**src/rtl/apg_pkg.sv**
```systemverilog
// ----------------------------------------------------------------------------
// apg_pkg
// shared types and constants of the alarm pattern generator
// ----------------------------------------------------------------------------
package apg_pkg;

  localparam int TimeW  = 32;
  localparam int EventW = 32;
  localparam int LevelW = 3;
  localparam int InW    = 72;
  localparam int OutW   = 8;

  // all pattern periods divide this one
  localparam int BaseMod   = 15000;
  localparam int HalfW     = TimeW / 2;
  localparam int HiWeight  = (1 << HalfW) % BaseMod;
  localparam int FoldW     = 29;
  localparam int QuoW      = 15;
  localparam int RemW      = 14;
  localparam int RecipShift = 42;
  localparam int BaseRecip = 293203101;

  // r / 125 by reciprocal
  localparam int D125W      = 7;
  localparam int D125Recip  = 16778;
  localparam int D125Shift  = 21;
  localparam int D125ProdW  = 28;

  // d / 3 by reciprocal on six-bit values
  localparam int D250W     = 6;
  localparam int Div3Recip = 43;
  localparam int Div3Shift = 7;
  localparam int Div3ProdW = 12;

  localparam int NoticeBeepMs = 100;
  localparam int WarnPeriodMs = 3000;
  localparam int WarnBeepMs   = 150;
  localparam int WarnGapMs    = 150;
  localparam int FaultPeriodMs = 5000;
  localparam int FaultBeepMs  = 100;
  localparam int FaultGapMs   = 100;
  localparam int CritGapSlot  = 2;

  typedef enum logic [LevelW-1:0] {
    LVL_OTHER    = 3'd0,
    LVL_NOTICE   = 3'd1,
    LVL_WARNING  = 3'd2,
    LVL_CRITICAL = 3'd3,
    LVL_FAULT    = 3'd4
  } level_e;

  typedef struct packed {
    logic   off;
    logic   mute;
    logic   notice_beep;
    level_e level;
  } ctl_t;

endpackage

```
**src/rtl/apg_state.sv**
```systemverilog
// ----------------------------------------------------------------------------
// apg_state
// takes requests, tracks level, event and acknowledge, computes elapsed time
// ----------------------------------------------------------------------------
module apg_state (
  input  logic                        clk_i,
  input  logic                        rst_ni,
  input  logic                        in_valid_i,
  output logic                        in_ready_o,
  input  logic                        state_present_i,
  input  logic                        run_en_i,
  input  logic [apg_pkg::LevelW-1:0]  alarm_level_i,
  input  logic [apg_pkg::EventW-1:0]  event_number_i,
  input  logic                        acked_i,
  input  logic                        buzz_en_i,
  input  logic [apg_pkg::TimeW-1:0]   now_ms_i,
  output logic                        out_valid_o,
  input  logic                        out_ready_i,
  output logic [apg_pkg::TimeW-1:0]   elapsed_o,
  output apg_pkg::ctl_t               ctl_o
);

  apg_pkg::level_e             last_level_q, last_level_d;
  logic [apg_pkg::TimeW-1:0]   start_q, start_d;
  logic [apg_pkg::EventW-1:0]  last_event_q, last_event_d;
  logic                        last_acked_q, last_acked_d;
  logic                        valid_q;
  logic [apg_pkg::TimeW-1:0]   elapsed_q, elapsed_d;
  apg_pkg::ctl_t               ctl_q, ctl_d;
  logic                        accept;
  logic                        off;
  logic                        restart;

  assign in_ready_o = !valid_q || out_ready_i;
  assign accept     = in_valid_i && in_ready_o;

  assign off = !state_present_i || !run_en_i ||
               (alarm_level_i < apg_pkg::LevelW'(apg_pkg::LVL_NOTICE)) ||
               (alarm_level_i > apg_pkg::LevelW'(apg_pkg::LVL_FAULT));

  assign restart = (last_level_q != apg_pkg::level_e'(alarm_level_i)) ||
                   (last_event_q != event_number_i) ||
                   (last_acked_q && !acked_i);

  always_comb begin
    last_level_d = last_level_q;
    start_d      = start_q;
    last_event_d = last_event_q;
    last_acked_d = last_acked_q;
    if (accept) begin
      if (off) begin
        last_level_d = apg_pkg::LVL_OTHER;
        start_d      = '0;
        last_event_d = '0;
        last_acked_d = 1'b0;
      end else begin
        last_level_d = apg_pkg::level_e'(alarm_level_i);
        last_event_d = event_number_i;
        last_acked_d = acked_i;
        if (restart) begin
          start_d = now_ms_i;
        end
      end
    end
  end

  always_comb begin
    elapsed_d         = restart ? '0 : (now_ms_i - start_q);
    ctl_d.off         = off;
    ctl_d.mute        = !buzz_en_i || acked_i;
    ctl_d.notice_beep = elapsed_d < apg_pkg::TimeW'(apg_pkg::NoticeBeepMs);
    ctl_d.level       = apg_pkg::level_e'(alarm_level_i);
  end

  always_ff @(posedge clk_i or negedge rst_ni) begin
    if (!rst_ni) begin
      last_level_q <= apg_pkg::LVL_OTHER;
      start_q      <= '0;
      last_event_q <= '0;
      last_acked_q <= 1'b0;
      valid_q      <= 1'b0;
    end else begin
      last_level_q <= last_level_d;
      start_q      <= start_d;
      last_event_q <= last_event_d;
      last_acked_q <= last_acked_d;
      if (in_ready_o) begin
        valid_q <= in_valid_i;
      end
    end
  end

  always_ff @(posedge clk_i) begin
    if (accept) begin
      elapsed_q <= elapsed_d;
      ctl_q     <= ctl_d;
    end
  end

  assign out_valid_o = valid_q;
  assign elapsed_o   = elapsed_q;
  assign ctl_o       = ctl_q;

  a_off_clears: assert property (@(posedge clk_i) disable iff (!rst_ni)
    (accept && off) |=> (last_level_q == apg_pkg::LVL_OTHER) && (start_q == '0) &&
                        (last_event_q == '0) && !last_acked_q)
    else $error("state not cleared after forced-off request");

  a_restart_zero: assert property (@(posedge clk_i) disable iff (!rst_ni)
    (accept && !off && restart) |=> (elapsed_q == '0) && ctl_q.notice_beep)
    else $error("restart did not zero elapsed time");

  a_accept_valid: assert property (@(posedge clk_i) disable iff (!rst_ni)
    accept |=> valid_q)
    else $error("accepted request lost in state stage");

endmodule

```
**src/rtl/apg_reduce.sv**
```systemverilog
// ----------------------------------------------------------------------------
// apg_reduce
// reduces elapsed time modulo the common pattern period in three stages
// ----------------------------------------------------------------------------
module apg_reduce (
  input  logic                       clk_i,
  input  logic                       rst_ni,
  input  logic                       in_valid_i,
  output logic                       in_ready_o,
  input  logic [apg_pkg::TimeW-1:0]  elapsed_i,
  input  apg_pkg::ctl_t              ctl_i,
  output logic                       out_valid_o,
  input  logic                       out_ready_i,
  output logic [apg_pkg::RemW-1:0]   rem_o,
  output apg_pkg::ctl_t              ctl_o
);

  localparam int ProdW = 2 * apg_pkg::FoldW;

  logic                          v2_q, v3_q, v4_q;
  logic                          rdy2, rdy3, rdy4;
  logic [apg_pkg::FoldW-1:0]     fold_d, fold2_q, fold3_q;
  logic [ProdW-1:0]              prod;
  logic [apg_pkg::QuoW-1:0]      quo_d, quo3_q;
  logic [apg_pkg::FoldW-1:0]     rem_full;
  logic [apg_pkg::RemW-1:0]      rem4_q;
  apg_pkg::ctl_t                 ctl2_q, ctl3_q, ctl4_q;

  assign rdy4       = !v4_q || out_ready_i;
  assign rdy3       = !v3_q || rdy4;
  assign rdy2       = !v2_q || rdy3;
  assign in_ready_o = rdy2;

  // fold the upper half back using 2^16 mod period
  assign fold_d = apg_pkg::FoldW'(elapsed_i[apg_pkg::TimeW-1:apg_pkg::HalfW]) *
                  apg_pkg::FoldW'(apg_pkg::HiWeight) +
                  apg_pkg::FoldW'(elapsed_i[apg_pkg::HalfW-1:0]);

  assign prod  = ProdW'(fold2_q) * ProdW'(apg_pkg::BaseRecip);
  assign quo_d = prod[apg_pkg::RecipShift +: apg_pkg::QuoW];

  assign rem_full = fold3_q -
                    apg_pkg::FoldW'(quo3_q) * apg_pkg::FoldW'(apg_pkg::BaseMod);

  always_ff @(posedge clk_i or negedge rst_ni) begin
    if (!rst_ni) begin
      v2_q <= 1'b0;
      v3_q <= 1'b0;
      v4_q <= 1'b0;
    end else begin
      if (rdy2) begin
        v2_q <= in_valid_i;
      end
      if (rdy3) begin
        v3_q <= v2_q;
      end
      if (rdy4) begin
        v4_q <= v3_q;
      end
    end
  end

  always_ff @(posedge clk_i) begin
    if (rdy2) begin
      fold2_q <= fold_d;
      ctl2_q  <= ctl_i;
    end
    if (rdy3) begin
      fold3_q <= fold2_q;
      quo3_q  <= quo_d;
      ctl3_q  <= ctl2_q;
    end
    if (rdy4) begin
      rem4_q <= rem_full[apg_pkg::RemW-1:0];
      ctl4_q <= ctl3_q;
    end
  end

  assign out_valid_o = v4_q;
  assign rem_o       = rem4_q;
  assign ctl_o       = ctl4_q;

endmodule

```
**src/rtl/apg_decode.sv**
```systemverilog
// ----------------------------------------------------------------------------
// apg_decode
// decodes the reduced time into buzzer and led patterns, holds the result
// ----------------------------------------------------------------------------
module apg_decode (
  input  logic                      clk_i,
  input  logic                      rst_ni,
  input  logic                      in_valid_i,
  output logic                      in_ready_o,
  input  logic [apg_pkg::RemW-1:0]  rem_i,
  input  apg_pkg::ctl_t             ctl_i,
  output logic                      out_valid_o,
  input  logic                      out_ready_i,
  output logic                      buzz_o,
  output logic                      led0_on_o,
  output logic                      led1_on_o
);

  logic                           v5_q, v6_q;
  logic                           rdy5, rdy6;
  logic [apg_pkg::D125ProdW-1:0]  d125_prod;
  logic [apg_pkg::D125W-1:0]      d125_d, d125_q;
  logic [apg_pkg::RemW-1:0]       warn_p, fault_p;
  logic                           warn_buz_d, warn_buz_q;
  logic                           fault_buz_d, fault_buz_q;
  apg_pkg::ctl_t                  ctl5_q;
  logic [apg_pkg::D250W-1:0]      d250;
  logic [apg_pkg::Div3ProdW-1:0]  div3_prod;
  logic [apg_pkg::D250W-1:0]      div3_q3;
  logic [1:0]                     mod3;
  logic                           buz, led0, led1;
  logic                           buz_q, led0_q, led1_q;

  assign rdy6       = !v6_q || out_ready_i;
  assign rdy5       = !v5_q || rdy6;
  assign in_ready_o = rdy5;

  assign d125_prod = apg_pkg::D125ProdW'(rem_i) * apg_pkg::D125ProdW'(apg_pkg::D125Recip);
  assign d125_d    = d125_prod[apg_pkg::D125Shift +: apg_pkg::D125W];

  always_comb begin
    priority if (rem_i >= apg_pkg::RemW'(4 * apg_pkg::WarnPeriodMs)) begin
      warn_p = rem_i - apg_pkg::RemW'(4 * apg_pkg::WarnPeriodMs);
    end else if (rem_i >= apg_pkg::RemW'(3 * apg_pkg::WarnPeriodMs)) begin
      warn_p = rem_i - apg_pkg::RemW'(3 * apg_pkg::WarnPeriodMs);
    end else if (rem_i >= apg_pkg::RemW'(2 * apg_pkg::WarnPeriodMs)) begin
      warn_p = rem_i - apg_pkg::RemW'(2 * apg_pkg::WarnPeriodMs);
    end else if (rem_i >= apg_pkg::RemW'(apg_pkg::WarnPeriodMs)) begin
      warn_p = rem_i - apg_pkg::RemW'(apg_pkg::WarnPeriodMs);
    end else begin
      warn_p = rem_i;
    end
  end

  always_comb begin
    priority if (rem_i >= apg_pkg::RemW'(2 * apg_pkg::FaultPeriodMs)) begin
      fault_p = rem_i - apg_pkg::RemW'(2 * apg_pkg::FaultPeriodMs);
    end else if (rem_i >= apg_pkg::RemW'(apg_pkg::FaultPeriodMs)) begin
      fault_p = rem_i - apg_pkg::RemW'(apg_pkg::FaultPeriodMs);
    end else begin
      fault_p = rem_i;
    end
  end

  assign warn_buz_d =
    (warn_p < apg_pkg::RemW'(apg_pkg::WarnBeepMs)) ||
    ((warn_p >= apg_pkg::RemW'(apg_pkg::WarnBeepMs + apg_pkg::WarnGapMs)) &&
     (warn_p < apg_pkg::RemW'(2 * apg_pkg::WarnBeepMs + apg_pkg::WarnGapMs)));

  assign fault_buz_d =
    (fault_p < apg_pkg::RemW'(apg_pkg::FaultBeepMs)) ||
    ((fault_p >= apg_pkg::RemW'(apg_pkg::FaultBeepMs + apg_pkg::FaultGapMs)) &&
     (fault_p < apg_pkg::RemW'(2 * apg_pkg::FaultBeepMs + apg_pkg::FaultGapMs)));

  // critical beep: 250 ms slots, silent in every third slot
  assign d250      = d125_q[apg_pkg::D125W-1:1];
  assign div3_prod = apg_pkg::Div3ProdW'(d250) * apg_pkg::Div3ProdW'(apg_pkg::Div3Recip);
  assign div3_q3   = apg_pkg::D250W'(div3_prod[apg_pkg::Div3ProdW-1:apg_pkg::Div3Shift]) *
                     apg_pkg::D250W'(3);
  assign mod3      = 2'(d250 - div3_q3);

  always_comb begin
    buz  = 1'b0;
    led0 = 1'b0;
    led1 = 1'b0;
    unique case (ctl5_q.level)
      apg_pkg::LVL_NOTICE: begin
        buz = ctl5_q.notice_beep;
      end
      apg_pkg::LVL_WARNING: begin
        buz  = warn_buz_q;
        led0 = !d125_q[1];
      end
      apg_pkg::LVL_CRITICAL: begin
        buz  = (mod3 != 2'(apg_pkg::CritGapSlot));
        led0 = !d125_q[0];
        led1 = !d125_q[0];
      end
      apg_pkg::LVL_FAULT: begin
        buz  = fault_buz_q;
        led1 = !d125_q[2];
      end
      default: begin
        buz  = 1'b0;
      end
    endcase
    if (ctl5_q.mute) begin
      buz = 1'b0;
    end
    if (ctl5_q.off) begin
      buz  = 1'b0;
      led0 = 1'b0;
      led1 = 1'b0;
    end
  end

  always_ff @(posedge clk_i or negedge rst_ni) begin
    if (!rst_ni) begin
      v5_q <= 1'b0;
      v6_q <= 1'b0;
    end else begin
      if (rdy5) begin
        v5_q <= in_valid_i;
      end
      if (rdy6) begin
        v6_q <= v5_q;
      end
    end
  end

  always_ff @(posedge clk_i) begin
    if (rdy5) begin
      d125_q      <= d125_d;
      warn_buz_q  <= warn_buz_d;
      fault_buz_q <= fault_buz_d;
      ctl5_q      <= ctl_i;
    end
    if (rdy6) begin
      buz_q  <= buz;
      led0_q <= led0;
      led1_q <= led1;
    end
  end

  assign out_valid_o = v6_q;
  assign buzz_o      = buz_q;
  assign led0_on_o   = led0_q;
  assign led1_on_o   = led1_q;

endmodule

```
**src/rtl/alarm_pattern_generator_core.sv**
```systemverilog
// ----------------------------------------------------------------------------
// alarm_pattern_generator_core
// buzzer and led pattern generator for alarm level updates
// ----------------------------------------------------------------------------
// each request on the slave stream is one alarm update; each update gives
// exactly one result on the master stream (buzzer, led0, led1 drive levels)
// via the state, fold, quotient, remainder, decode and result registers; one
// request per cycle is taken while the receiver keeps up, set by the state
// compare stage that stores the level, event and acknowledge of each request
// the elapsed time is reduced through a fold, a reciprocal multiply and a
// remainder stage, then decoded into patterns and held in the result register
// reset clears the stored level, event, acknowledge and start time and
// empties the pipeline; no result is pending after reset
// when the receiver stalls the pipeline keeps filling its empty stages and
// stops taking requests only once every stage holds a result
// ----------------------------------------------------------------------------
module alarm_pattern_generator_core (
  input  logic                     clk_i,
  input  logic                     rst_ni,
  input  logic                     s_axis_tvalid_i,
  output logic                     s_axis_tready_o,
  // state_present, run_en, alarm_level[2:0], event_number[31:0],
  // acked, buzz_en, now_ms[31:0], zero pad
  input  logic [apg_pkg::InW-1:0]  s_axis_tdata_i,
  output logic                     m_axis_tvalid_o,
  input  logic                     m_axis_tready_i,
  // buzz, led0_on, led1_on, zero pad
  output logic [apg_pkg::OutW-1:0] m_axis_tdata_o
);

  logic                        st_valid, st_ready;
  logic [apg_pkg::TimeW-1:0]   st_elapsed;
  apg_pkg::ctl_t               st_ctl;
  logic                        rd_valid, rd_ready;
  logic [apg_pkg::RemW-1:0]    rd_rem;
  apg_pkg::ctl_t               rd_ctl;
  logic                        buzz, led0_on, led1_on;

  apg_state u_state (
    .clk_i           (clk_i),
    .rst_ni          (rst_ni),
    .in_valid_i      (s_axis_tvalid_i),
    .in_ready_o      (s_axis_tready_o),
    .state_present_i (s_axis_tdata_i[0]),
    .run_en_i        (s_axis_tdata_i[1]),
    .alarm_level_i   (s_axis_tdata_i[4:2]),
    .event_number_i  (s_axis_tdata_i[36:5]),
    .acked_i         (s_axis_tdata_i[37]),
    .buzz_en_i       (s_axis_tdata_i[38]),
    .now_ms_i        (s_axis_tdata_i[70:39]),
    .out_valid_o     (st_valid),
    .out_ready_i     (st_ready),
    .elapsed_o       (st_elapsed),
    .ctl_o           (st_ctl)
  );

  apg_reduce u_reduce (
    .clk_i       (clk_i),
    .rst_ni      (rst_ni),
    .in_valid_i  (st_valid),
    .in_ready_o  (st_ready),
    .elapsed_i   (st_elapsed),
    .ctl_i       (st_ctl),
    .out_valid_o (rd_valid),
    .out_ready_i (rd_ready),
    .rem_o       (rd_rem),
    .ctl_o       (rd_ctl)
  );

  apg_decode u_decode (
    .clk_i       (clk_i),
    .rst_ni      (rst_ni),
    .in_valid_i  (rd_valid),
    .in_ready_o  (rd_ready),
    .rem_i       (rd_rem),
    .ctl_i       (rd_ctl),
    .out_valid_o (m_axis_tvalid_o),
    .out_ready_i (m_axis_tready_i),
    .buzz_o      (buzz),
    .led0_on_o   (led0_on),
    .led1_on_o   (led1_on)
  );

  assign m_axis_tdata_o = {5'b0, led1_on, led0_on, buzz};

endmodule

```
**config.mk**
```make
export PLATFORM = sky130hd
export DESIGN_NAME = alarm_pattern_generator_core
export DESIGN_NICKNAME = d
export VERILOG_FILES = /design/src/rtl/apg_pkg.sv /design/src/rtl/apg_state.sv /design/src/rtl/apg_reduce.sv /design/src/rtl/apg_decode.sv /design/src/rtl/alarm_pattern_generator_core.sv
export SDC_FILE = /design/constraint.sdc
export NUM_CORES = 2
export LEC_CHECK = 0
export ABC_AREA = 1
export BUFFER_PORTS_ARGS = -buffer_cell sky130_fd_sc_hd__buf_2
export CORE_UTILIZATION = 70
export CTS_CLUSTER_SIZE = 20
export DETAILED_ROUTE_END_ITERATION = 10
export PLACE_DENSITY = 0.89
export SLEW_MARGIN = 20
export SYNTH_ARGS = -nofsm -noshare
export SYNTH_HDL_FRONTEND = slang
export SYNTH_SLANG_ARGS = --single-unit
export TNS_END_PERCENT = 100
```
**constraint.sdc**
```tcl
create_clock -name clk_i -period 11.1 [get_ports clk_i]
set_input_delay 2.22 -clock clk_i [delete_from_list [all_inputs] [get_ports clk_i]]
set_output_delay 2.22 -clock clk_i [all_outputs]
set_load 0.02 [all_outputs]
```
Word level (Yosys, flattened, before mapping)
Cells that the tools add are included.
{ "word_totals": {"register_bits": 220, "output_inout_bits": 10, "input_bits": 76} }
{ "op_classes": {"n_eq_ne": 7, "n_addsub": 10, "mux": 15, "n_reduce_logical": 34, "multipliers": 6, "order_cmp": 15} }
{ "ops": {"columns": ["op", "count"], "rows": [
  ["$mux 32", 4],
  ["$mux 14", 6],
  ["$mul 29x29->57 const B", 1],
  ["$ge 14x14->1 const B", 3],
  ["$sub 14x14->14 const B", 3],
  ["$lt 32x7->1 const B", 1],
  ["$ne 32x32->1", 1],
  ["$sub 32x32->32", 1],
  ["$add 29x16->29", 1],
  ["$ge 14x13->1 const B", 2],
  ["$lt 14x9->1 const B", 2],
  ["$sub 14x13->14 const B", 2],
  ["$mul 14x14->27 const B", 1],
  ["$mul 16x8->24 const B", 1],
  ["$mul 15x11->11 const B", 1],
  ["$ge 14x12->1 const B", 1],
  ["$ge 14x8->1 const B", 1],
  ["$ge 14x9->1 const B", 1],
  ["$logic_or 1x1->1", 14],
  ["$lt 14x7->1 const B", 1],
  ["$lt 14x8->1 const B", 1],
  ["$sub 14x12->14 const B", 1],
  ["$sub 14x14->14", 1],
  ["$logic_not 1->1", 13],
  ["other kinds (18)", 23]
]} }

Logic depth before layout (Yosys ltp)
{ "logic_depth": {"ltp_word": 9, "mapped_depth": 27} }

Hierarchy
From an unflattened synthesis, not the netlist that was laid out.
{ "hier_totals": {"hier_cells": 4432, "hier_area_um2": 36771.5} }
{ "modules_own_cells": {"columns": ["mod", "instances", "area_each_um2", "cells_each"], "rows": [
  ["apg_reduce", 1, 22534.1, 2411],
  ["apg_state", 1, 7922.6, 1144],
  ["apg_decode", 1, 6251.0, 868],
  ["alarm_pattern_generator_core", 1, 63.8, 9]
]} }

Least setup slack after synthesis
No wires, ideal clock.
{ "synth_timing": {"kind": "reg2reg", "from": "register u_reduce.fold2_q[10] in the netlist's numbering", "to": "register u_reduce.quo3_q[10] in the netlist's numbering, data pin", "setup_time_ps": 261, "setup_slack_ps": 4863, "path_stages_with_launch": 22, "arrival_time_ps": 5976, "path_cell_list": "edfxtp_1 fa_1 inv_1 fa_1 fa_1 fa_1 inv_1 fa_1 fa_1 fa_1 inv_1 fa_1 inv_1 ha_1 a21oi_1 a21boi_0 o21ai_0 a21oi_1 nor3_1 nor3_1 nand2_1 xor2_1"} }
{ "synth_between": {"elab_chain_len": 1} }
{ "synth_lines": {"columns": ["element", "line_no", "source"], "rows": [
  ["start, declared", "apg_reduce.sv:22", "logic [apg_pkg::FoldW-1:0] fold_d, fold2_q, fold3_q;"],
  ["start signal, assigned", "apg_reduce.sv:65", "fold2_q <= fold_d;"],
  ["$mul 29x29->57", "apg_reduce.sv:39", "assign prod = ProdW'(fold2_q) * ProdW'(apg_pkg::BaseRecip);"],
  ["net u_reduce.prod[52]", "apg_reduce.sv:23", "logic [ProdW-1:0] prod;"],
  ["end signal, assigned", "apg_reduce.sv:70", "quo3_q <= quo_d;"],
  ["end, declared", "apg_reduce.sv:24", "logic [apg_pkg::QuoW-1:0] quo_d, quo3_q;"]
]} }
The timed path passes the listed nets, and every way through them passes these cells.
A chain may end at the register's enable or synchronous reset.

Worst setup path after layout
{ "layout_timing": {"from": "register u_reduce.fold2_q[9] in the netlist's numbering", "to": "register u_reduce.quo3_q[7] in the netlist's numbering, data pin"} }
Same word-level chain as after synthesis.

==> out/qor.yml <==
die:
  chipWidth_um: 226
  core_mm2: 0.0493
  io_pins: 86
  dieArea_mm2: 0.0512
  rows: 81
  die_height_um: 226
  start_util: 0.715
layout:
  drive_gt1_frac: 0.0505
  finalNetCount: 5346
  syn_to_final_growth_pct: 5.43
  diodes: 0
cts:
  h-tree-depth: 1
  cts_tree: "done"
  post_cts_resized: 0
  cts-root-buf: "clkbuf_16"
  clk_path_buf_depth: 3
  cts.sinks: 216
  cts_buffers: 25
  clk_latency_ps: 580
  cts-hold-fix-buffers: 0
  clk_pin_slew_ps: 70
  cts_setup_buffers: 0
timing:
  slew_headroom: 0.300
  fmax_ghz: 0.140
  rsz0062_at_grt: "no"
  period_needed_ps: 7130
  hold_ws_ps: 417
  setup_tns_ps: 0
  fin_crit_sh: 0.643
  worstMarginPinSlew_ps: 1050
  drv_slew: 0
  skew_ps: 40.5
  finalSetupViolCount: 0
  hold_violations: 0
flow_run:
  cap_violations: 0
logic_synthesis:
  yosysSeqAreaShare: 0.174
  synth_top_area_frac: 0.228
  synthArstFlopShare: 0.343
  ys_ff_latch: 216
  synth.avg_cell_area_um2: 8.48
  synth-main-ff-cell: "edfxtp_1"
  synth_cells: 4157
  synth_edf_count: 142
  synthMuxAreaShare: 0.000284
  synth-xor-area-share: 0.0290
  synthTopCellsByArea: "fa_1 23%, ha_1 22%, edfxtp_1 12%"
  post-synth-top-area-cell: "fa_1"
  synth_top_family_by_area: "adder cells"
  synth.distinct_cells: 58
  yosys.area_share.adder: 0.451
  yosys.area_share.simple: 0.152
  synth_compound_gate_area_share: 0.0751
  syn_area_mm2: 0.0352
  ys_warn_count: 0
setup_path:
  critPathBufInv: 5
  required_ps: 11390
  crit_fanout: 12
  crit_path_top_delay_cell: "edfxtp_1"
  worstSetupPathType: "flop to flop"
  worstPathCellList: "fa_1 > inv_1 > fa_1 > fa_1 > fa_1 > inv_1 > fa_1 > fa_1 > fa_1 > inv_1 > fa_1 > inv_1 > ha_1 > a21oi_1 > inv_1 > a31oi_1 > o21ai_0 > nand2_1 > o211ai_1 > a21oi_1 > nand2_1 > xor2_1"
  worst_path_most_repeated_cell: "fa_1"
  slowest_delay_ps: 1000
  cp-end-kind: "flop"
  crit_arrival_ps: 7420
  critPathTopFamily: "adder cells"
  critPathLaunchType: "flop"
outcome:
  status: "completed"
global_route:
  grt_overflow: 0
  grt_pass1_wl_mm: 146
  grt_pass1_vias: 29400
  antenna_found_initial: 2
  grt_start_max_net_pins: 74
  track_usage: 0.370
placed_design:
  io_buffer_count: 79
  gp_congestion: 1.04
  hpwl_mm: 75.7
route:
  num_vias: 28500
  route.antenna.remaining_nets: 0
  drtIter0Drc: 2375
  drt_wl_total_mm: 91.7
  dr.pass1.iters: 6
  route.detailed.drc: 0
  wl_per_cell_um: 18.6
  viasPerCell: 5.80
min_path:
  hold_class: "flop to flop"
[cell usage in the layout (no fill, tap or decap), types with 18 or more instances in the layout]
master and n:
fa_1 401, nor3_1 26, edfxtp_1 142, xor2_1 72
nand4_1 37, buf_2 78, and3_1 18, o21ai_0 164
inv_1 1034, dfrtp_1 74, xnor2_1 39, nand3_1 204
nand2_1 663, a21oi_1 183, ha_1 629, nor2_1 234
o21ai_2 31, clkbuf_16 26
[sequential cells by signal, indices dropped and copies added, names as in the netlist, 3 cells and up]
signal / flops
u_state.elapsed_o: 32
u_state.last_event_q: 32
u_state.start_q: 32
u_reduce.fold2_q: 29
u_reduce.fold3_q: 14
u_reduce.rem_o: 14
u_reduce.quo3_q: 11
u_decode.d125_q: 7
u_decode.ctl5_q: 6
u_reduce.ctl2_q: 6
u_reduce.ctl3_q: 6
u_reduce.ctl_o: 6
u_state.ctl_o: 6
u_state.last_level_q: 3
[cells in the mapped netlist, types with 11 or more instances]
cell type / instances
o21ai_0: 164
xnor2_1: 39
o21ai_2: 31
nand4_1: 37
fa_1: 401
a21o_1: 13
a21oi_1: 183
nand2_1: 663
edfxtp_1: 142
and3_1: 19
nand3b_1: 15
nor2_1: 234
dfrtp_1: 74
nand3_1: 204
buf_4: 12
nor3_1: 26
ha_1: 629
o31ai_1: 15
nor4_1: 11
xor2_1: 72
o21a_1: 12
inv_1: 1034
[cell families (layout without fill, tap and decap cells)]
logic type,count (synthesis),after routing
adder cells (fa/ha/maj),1030,1030
XOR/XNOR,114,114
AND/OR/NAND/NOR,1249,1249
flip-flops,216,216
multiplexers,1,1
other,1,5
AO/OA/AOI/OAI,462,462
buffers and inverters,1084,1181
[layout make-up]
type | count | area [um2]
timing repair buffer | 93 | 503
tap | 664 | 831
sequential | 216 | 6120
fill | 3429 | 12100
clock buffer | 29 | 662
inverter | 1043 | 3920
multi-input combinational | 2861 | 25000
clock inverter | 16 | 158
[path summary, 6_finish.rpt]
check / start / endpoint / slack (ps) / cells past startpoint
max: u_reduce.fold2_q[9] / u_reduce.quo3_q[7] / 3970 / 22
min: u_reduce.ctl_o[1] / u_decode.ctl5_q[1] / 420 / 0
max reg2reg: u_reduce.fold2_q[9] / u_reduce.quo3_q[7] / 3970 / 22
min reg2reg: u_reduce.ctl_o[1] / u_decode.ctl5_q[1] / 420 / 0
max in group asynchronous: rst_ni / u_decode.out_valid_o / 8490 / 2
min in group asynchronous: rst_ni / u_state.start_q[14] / 1470 / 1
[worst reg2reg max path, stage by stage (launching register included)]
cell and delay, ps:
edfxtp_1 1000, fa_1 380, inv_1 80, fa_1 520, fa_1 520, fa_1 530
inv_1 60, fa_1 460, fa_1 530, fa_1 540, inv_1 50, fa_1 540
inv_1 60, ha_1 340, a21oi_1 220, inv_1 60, a31oi_1 240, o21ai_0 160
nand2_1 80, o211ai_1 110, a21oi_1 150, nand2_1 80, xor2_1 150
[metrics by stage]
stage	instances	area [um2]	util	setup slack (ps)
final	4922	37100	0.754	3970
after global routing	4922	37100	0.754	3800
after CTS	4922	37100	0.754	4110
after detailed placement	4877	36300	0.738	4150
after global placement	4877	36300	0.738	4250
after floorplan	4161	35300	-	4860
[per-layer routing]
layer / vias to the layer above / global-route usage / wire length, um
met4: 0 / 0.173 / 4840
met3: 358 / 0.0973 / 9160
met1: 13500 / 0.449 / 34800
li1: 13300 / - / -
met5: - / 0 / 0
met2: 1372 / 0.614 / 42900
Power is not shown: default switching activity piles up to over one toggle a cycle in this logic, so the estimate is an artifact.
